==> config.mk <==
export PLATFORM = sky130hd
export DESIGN_NAME = rectilinear_jog_detector_core
export DESIGN_NICKNAME = d
export VERILOG_FILES = /design/src/hdl/rjd_pkg.sv /design/src/hdl/rectilinear_jog_detector_core.sv /design/src/hdl/rjd_jog_eval.sv
export SDC_FILE = /design/constraint.sdc
export NUM_CORES = 2
export LEC_CHECK = 0
export BUFFER_PORTS_ARGS = -buffer_cell sky130_fd_sc_hd__buf_4
export CORE_AREA = 2 2 280 282
export CTS_CLUSTER_DIAMETER = 150
export DETAILED_ROUTE_END_ITERATION = 10
export DIE_AREA = 0 0 282 284
export PLACE_DENSITY = 0.73
export SLEW_MARGIN = 20
export SYNTH_ARGS = -nofsm -noshare
export SYNTH_HDL_FRONTEND = slang
export SYNTH_HIERARCHICAL = 1
export SYNTH_SLANG_ARGS = --single-unit
==> constraint.sdc <==
create_clock -name i_clk -period 20.7 [get_ports i_clk]
set_clock_uncertainty 0.05 [all_clocks]
set_input_delay 4.14 -clock i_clk [delete_from_list [all_inputs] [get_ports i_clk]]
set_output_delay 4.14 -clock i_clk [all_outputs]
set_load 0.01 [all_outputs]
==> src/hdl/rjd_pkg.sv <==
package rjd_pkg;

    localparam int unsigned CoordW = 32;
    localparam int unsigned StepW  = 31;
    localparam int unsigned LayerW = 8;

    typedef enum logic [1:0] {
        JOG_CW   = 2'd0,
        JOG_CCW  = 2'd1,
        JOG_NONE = 2'd2
    } t_jog_kind;

    typedef struct packed {
        logic signed [CoordW-1:0] point_x;
        logic signed [CoordW-1:0] point_y;
        logic                     ring_start;
        logic        [LayerW-1:0] layer_index;
    } t_in_word;

    typedef struct packed {
        logic signed [CoordW-1:0] box_x_low;
        logic signed [CoordW-1:0] box_y_low;
        logic signed [CoordW-1:0] box_x_high;
        logic signed [CoordW-1:0] box_y_high;
        t_jog_kind                jog_kind;
        logic        [LayerW-1:0] layer_out;
    } t_out_word;

    // Three consecutive ring vertices plus the layer of the newest one.
    typedef struct packed {
        logic signed [CoordW-1:0] x0;
        logic signed [CoordW-1:0] y0;
        logic signed [CoordW-1:0] x1;
        logic signed [CoordW-1:0] y1;
        logic signed [CoordW-1:0] x2;
        logic signed [CoordW-1:0] y2;
        logic        [LayerW-1:0] layer;
    } t_jog_pts;

endpackage

==> src/hdl/rectilinear_jog_detector_core.sv <==
// Channel   Direction  Handshake                 Payload
// input     in         i_in_valid / o_in_stall   i_in_word  (t_in_word)
// output    out        o_out_valid / i_out_stall o_out_word (t_out_word)
// config    in         i_cfg_we                  i_cfg_data (min_step)
//
// One vertex word is accepted per cycle while o_in_stall is low; its result word is registered.
// The vertex history advances at acceptance; the jog test runs between the
// vertex register and the result register.
// Reset clears the history, the vertex count, min_step and both valid flags.
// A stalled result holds the vertex register only when that vertex also makes a result.
module rectilinear_jog_detector_core
    import rjd_pkg::*;
(
    input  logic             i_clk,
    input  logic             i_rst_n,
    input  logic             i_in_valid,
    output logic             o_in_stall,
    input  t_in_word         i_in_word,
    output logic             o_out_valid,
    input  logic             i_out_stall,
    output t_out_word        o_out_word,
    input  logic             i_cfg_we,
    input  logic [StepW-1:0] i_cfg_data
);

    logic [StepW-1:0]         r_min_step;
    logic signed [CoordW-1:0] r_older_x, r_older_y, r_prev_x, r_prev_y;
    logic [1:0]               r_points_seen, n_points_seen, seen_base;
    logic                     r_s1_valid, n_s1_valid;
    logic                     r_s1_elig;
    t_jog_pts                 r_s1_pts;
    logic                     r_out_valid, n_out_valid;
    t_out_word                r_out_word;
    logic                     in_acc, out_free, s1_hit, s1_move, s1_res;
    logic                     eval_hit;
    t_out_word                eval_word;

    rjd_jog_eval u_eval (
        .i_pts      (r_s1_pts),
        .i_min_step (r_min_step),
        .o_hit      (eval_hit),
        .o_word     (eval_word)
    );

    assign s1_hit   = r_s1_elig && eval_hit;
    assign s1_res   = r_s1_valid && s1_hit;
    assign out_free = !r_out_valid || !i_out_stall;
    assign s1_move  = !s1_res || out_free;
    assign o_in_stall = r_s1_valid && !s1_move;
    assign in_acc   = i_in_valid && !o_in_stall;

    assign seen_base     = i_in_word.ring_start ? 2'd0 : r_points_seen;
    assign n_points_seen = (seen_base == 2'd2) ? 2'd2 : seen_base + 2'd1;

    always_comb begin
        n_s1_valid = r_s1_valid;
        if (s1_move) begin
            n_s1_valid = in_acc;
        end
        n_out_valid = r_out_valid;
        if (out_free) begin
            n_out_valid = s1_res;
        end
    end

    always_ff @(posedge i_clk) begin
        if (!i_rst_n) begin
            r_min_step    <= '0;
            r_older_x     <= '0;
            r_older_y     <= '0;
            r_prev_x      <= '0;
            r_prev_y      <= '0;
            r_points_seen <= '0;
            r_s1_valid    <= 1'b0;
            r_s1_elig     <= 1'b0;
            r_out_valid   <= 1'b0;
        end else begin
            if (i_cfg_we) begin
                r_min_step <= i_cfg_data;
            end
            if (in_acc) begin
                r_older_x     <= r_prev_x;
                r_older_y     <= r_prev_y;
                r_prev_x      <= i_in_word.point_x;
                r_prev_y      <= i_in_word.point_y;
                r_points_seen <= n_points_seen;
                r_s1_elig     <= (seen_base == 2'd2);
            end
            r_s1_valid  <= n_s1_valid;
            r_out_valid <= n_out_valid;
        end
    end

    always_ff @(posedge i_clk) begin
        if (in_acc) begin
            r_s1_pts.x0    <= r_older_x;
            r_s1_pts.y0    <= r_older_y;
            r_s1_pts.x1    <= r_prev_x;
            r_s1_pts.y1    <= r_prev_y;
            r_s1_pts.x2    <= i_in_word.point_x;
            r_s1_pts.y2    <= i_in_word.point_y;
            r_s1_pts.layer <= i_in_word.layer_index;
        end
        if (out_free && s1_res) begin
            r_out_word <= eval_word;
        end
    end

    assign o_out_valid = r_out_valid;
    assign o_out_word  = r_out_word;

    a_count_range : assert property (@(posedge i_clk) disable iff (!i_rst_n)
        r_points_seen != 2'd3)
        else $error("vertex count left its range");

    a_start_no_jog : assert property (@(posedge i_clk) disable iff (!i_rst_n)
        (in_acc && i_in_word.ring_start) |=> !r_s1_elig)
        else $error("ring start vertex marked as jog candidate");

    a_zero_step : assert property (@(posedge i_clk) disable iff (!i_rst_n)
        (r_s1_valid && r_min_step == '0) |-> !s1_hit)
        else $error("jog found with zero min_step");

    a_out_source : assert property (@(posedge i_clk) disable iff (!i_rst_n)
        $rose(o_out_valid) |-> $past(s1_res))
        else $error("result word without a jog vertex");

    a_s1_hold : assert property (@(posedge i_clk) disable iff (!i_rst_n)
        (s1_res && !s1_move) |=> (r_s1_valid && $stable(r_s1_pts)))
        else $error("pending jog vertex lost under stall");

endmodule

==> src/hdl/rjd_jog_eval.sv <==
module rjd_jog_eval
    import rjd_pkg::*;
(
    input  t_jog_pts         i_pts,
    input  logic [StepW-1:0] i_min_step,
    output logic             o_hit,
    output t_out_word        o_word
);

    logic signed [CoordW:0]   ax, ay, bx, by;
    logic        [CoordW:0]   abs_ax, abs_ay, abs_bx, abs_by;
    logic        [CoordW+1:0] len_a, len_b, step_ext;
    logic                     ax_p, ax_n, ax_z, ay_p, ay_n, ay_z;
    logic                     bx_p, bx_n, bx_z, by_p, by_n, by_z;
    logic                     cw, ccw;
    logic signed [CoordW-1:0] xmin01, ymin01, xmax01, ymax01;

    // Differences are one bit wider than the coordinates so they never wrap.
    assign ax = {i_pts.x1[CoordW-1], i_pts.x1} - {i_pts.x0[CoordW-1], i_pts.x0};
    assign ay = {i_pts.y1[CoordW-1], i_pts.y1} - {i_pts.y0[CoordW-1], i_pts.y0};
    assign bx = {i_pts.x2[CoordW-1], i_pts.x2} - {i_pts.x1[CoordW-1], i_pts.x1};
    assign by = {i_pts.y2[CoordW-1], i_pts.y2} - {i_pts.y1[CoordW-1], i_pts.y1};

    assign abs_ax = ax[CoordW] ? -ax : ax;
    assign abs_ay = ay[CoordW] ? -ay : ay;
    assign abs_bx = bx[CoordW] ? -bx : bx;
    assign abs_by = by[CoordW] ? -by : by;

    assign len_a    = {1'b0, abs_ax} + {1'b0, abs_ay};
    assign len_b    = {1'b0, abs_bx} + {1'b0, abs_by};
    assign step_ext = {{(CoordW+2-StepW){1'b0}}, i_min_step};

    assign o_hit = (len_a < step_ext) && (len_b < step_ext);

    assign ax_z = (ax == '0);
    assign ay_z = (ay == '0);
    assign bx_z = (bx == '0);
    assign by_z = (by == '0);
    assign ax_n = ax[CoordW];
    assign ay_n = ay[CoordW];
    assign bx_n = bx[CoordW];
    assign by_n = by[CoordW];
    assign ax_p = !ax_n && !ax_z;
    assign ay_p = !ay_n && !ay_z;
    assign bx_p = !bx_n && !bx_z;
    assign by_p = !by_n && !by_z;

    assign cw  = (ax_p && ay_z && bx_z && by_n) || (ax_z && ay_n && bx_n && by_z) ||
                 (ax_n && ay_z && bx_z && by_p) || (ax_z && ay_p && bx_p && by_z);
    assign ccw = (ax_z && ay_n && bx_p && by_z) || (ax_p && ay_z && bx_z && by_p) ||
                 (ax_z && ay_p && bx_n && by_z) || (ax_n && ay_z && bx_z && by_n);

    assign xmin01 = (i_pts.x0 < i_pts.x1) ? i_pts.x0 : i_pts.x1;
    assign ymin01 = (i_pts.y0 < i_pts.y1) ? i_pts.y0 : i_pts.y1;
    assign xmax01 = (i_pts.x0 > i_pts.x1) ? i_pts.x0 : i_pts.x1;
    assign ymax01 = (i_pts.y0 > i_pts.y1) ? i_pts.y0 : i_pts.y1;

    always_comb begin
        o_word.box_x_low  = (xmin01 < i_pts.x2) ? xmin01 : i_pts.x2;
        o_word.box_y_low  = (ymin01 < i_pts.y2) ? ymin01 : i_pts.y2;
        o_word.box_x_high = (xmax01 > i_pts.x2) ? xmax01 : i_pts.x2;
        o_word.box_y_high = (ymax01 > i_pts.y2) ? ymax01 : i_pts.y2;
        if (cw) begin
            o_word.jog_kind = JOG_CW;
        end else if (ccw) begin
            o_word.jog_kind = JOG_CCW;
        end else begin
            o_word.jog_kind = JOG_NONE;
        end
        o_word.layer_out = i_pts.layer;
    end

endmodule

==> run metrics <==
Post-Place Cells=5735; Clock transition at path regs=0.06 ns; post-place setup slack=6.08 ns; GRT overflow=0; Period Utilization, post-route=0.729; synthesized area=0.0419 mm^2; Static Leak=19.1 nW; R2R depth=41; relative slew slack=0.258; Post-synth EDFFs=338; grt peak-use layer=met1; hold_buf cts=0; placed cell areas=0.0441 mm^2; total die area=0.0801 mm^2; Layout area overhead=9.75%; post-synth top area cell=edfxtp_1; Worst path slowest cell=o31a_1; synth warn=6; post-CTS setup repair buffer count=0; share of cells above drive strength 1=0.112; Design Power=5.49 mW; met2 Usage GRT=0.459; Highest Clock Rate=0.0663 GHz; TritonCTS Buffers=54; Mapped Nets=5200; Skew-Pair Late Insertion Delay=0.63 ns; met1 GRT Util=0.484; Starting Density=0.545; row count=102; register area share after synthesis=0.320; Die Width=282 um; commonest non-fill, non-tap cell in the layout=nand2_1; Hold Vio Cnt, Final=0; DR WL/cell=22.6 um; Post-synth ARST share=0; Synth top area share=0.242; clk buf depth=3; VDD IR max=0.0000768 V; RSZ-0062 raised after global routing=no; area of the multi-input gates=0.0262 mm^2; post-route ant nets=0; Die H=284 um; worst hold-check path type=reg -> reg; initial antenna violation count=6; syn_area_per_cell=8.92 um^2; nets=5254; status=finished, final reports clean; Vias per Instance=6.52; Remaining DRCs=0; PortBufs=248; H-tree Lvls=2; CP required=16.51 ns; Final Instance Area=0.0460 mm^2; GR Util All Layers=0.319; max incr delay on CP=0.83 ns; #FFs+latches synth=502; crit path max fanout=39; fin cells=5839; TNS Setup=0 ns; M3 GR Usage=0.0543; Pins Over Slew Limit=0; Core Region=0.0770 mm^2; PostCTS Resize Cnt=0; setup ws final=5.61 ns; CP Launch Type=register; Hold Path Depth=0; Crit Path Category=reg -> out; top_reg_cell synth=edfxtp_1; Seq. cell area=0.0134 mm^2; largest net degree at the start of global routing=162; vias in the first global route=34.1k; commonest cells after routing, fill and taps aside=416 x nand2_1, 388 x ha_1, 338 x edfxtp_1; max-cap viol count=0; Ports=249; crit path DAT=10.90 ns; Yosys cell types=103; minimum clock period=15.09 ns; Critical Path End Type=primary output; final-report setup violation count=0; Syn Inst Count=4697; top post-synthesis cells by area=edfxtp_1 24%, ha_1 12%, dfxtp_1 7.8%; worst-margin pin slew=1.10 ns; vias=38.1k; first-pass GRT wire length=201000 um; post-DP HPWL=102000 um; Pre-Repair DR Iteration Count=6; DR iter-0 viols=4247; Clock Sinks=502; Pwr Density=119 mW/mm^2; Detailed Route WL=132000 um; CTS tree=done; Final GP Congestion=1.01; # fillers=6724; root buf cell=clkbuf_16
kinds of logic after synthesis:
family	synth area share
AOI/OAI and AO/OA	0.234
xor gates and xnor gates	0.0558
adders and majority gates	0.119
buffers and inverters	0.0574
DFF	0.320
muxes	0.0280
and+or+nand+nor	0.185
metal layers:
metal,up-vias,part of all wire
met1,18300,0.45
met5,-,0
met4,0,0.031
met3,205,0.10
met2,1736,0.42
li1,17800,-
cell type report:
type,instances,area share
repair buffers,282,0.0463
multi-input cells,3619,0.569
clock inverters,27,0.00688
diodes,2,0.000109
inverters,292,0.0238
clock buffers,75,0.0331
flip-flops and latches,502,0.292
well taps,1040,0.0283
cell usage after synthesis (72+ instances only):
library cell and n:
nand2_1 416, buf_2 72, xor2_1 94, edfxtp_1 338, nor2_1 301, ha_1 388, o311ai_1 87, a21oi_1 279
a41oi_1 85, and3b_1 132, clkbuf_1 176, inv_1 291, dfxtp_1 164, nand3_1 76, xnor2_1 173, o21ai_0 289
nand4_1 194, a21o_1 160
worst paths after layout:
path,start,end,slack [ns]
worst max-delay path,r_s1_pts[8],o_in_stall,5.61
worst min-delay path,r_s1_pts[4],o_out_word[4],0.37
worst max register to register,r_s1_pts[8],r_s1_pts[194],9.10
worst min register to register,r_s1_pts[4],o_out_word[4],0.37
sequential cells by signal, indices dropped and copies added, names as in the netlist:
signal	flops
o_out_valid	1
o_out_word	138
r_min_step	31
r_older_x	32
r_older_y	32
r_points_seen	2
r_prev_x	32
r_prev_y	32
r_s1_elig	1
r_s1_pts	200
r_s1_valid	1
where the power goes:
group | total [mW] | leakage, nW | switching (mW) | internal [mW]
sequential | 1.24 | 4.61 | 0.0696 | 1.18
clock | 0.999 | 0.892 | 0.419 | 0.580
combinational | 3.25 | 13.6 | 1.95 | 1.30
total | 5.49 | 19.1 | 2.44 | 3.06
critical path: cells and delay by family (launching register included):
family,cells,cell delay [ns]
adders and majority gates,4,1.33
buffers and inverters,2,0.28
xor gates and xnor gates,2,0.30
DFF,1,0.37
and+or+nand+nor,11,2.74
AOI/OAI and AO/OA,20,5.23
metrics by stage:
stage / util / hold slack [ns]
floorplan: - / 0.373
global placement: 0.574 / 0.351
detailed placement: 0.574 / 0.355
CTS: 0.598 / 0.369
global route: 0.598 / 0.379
finish: 0.598 / 0.367
No activity file was read; power rests on OpenSTA's default activity.
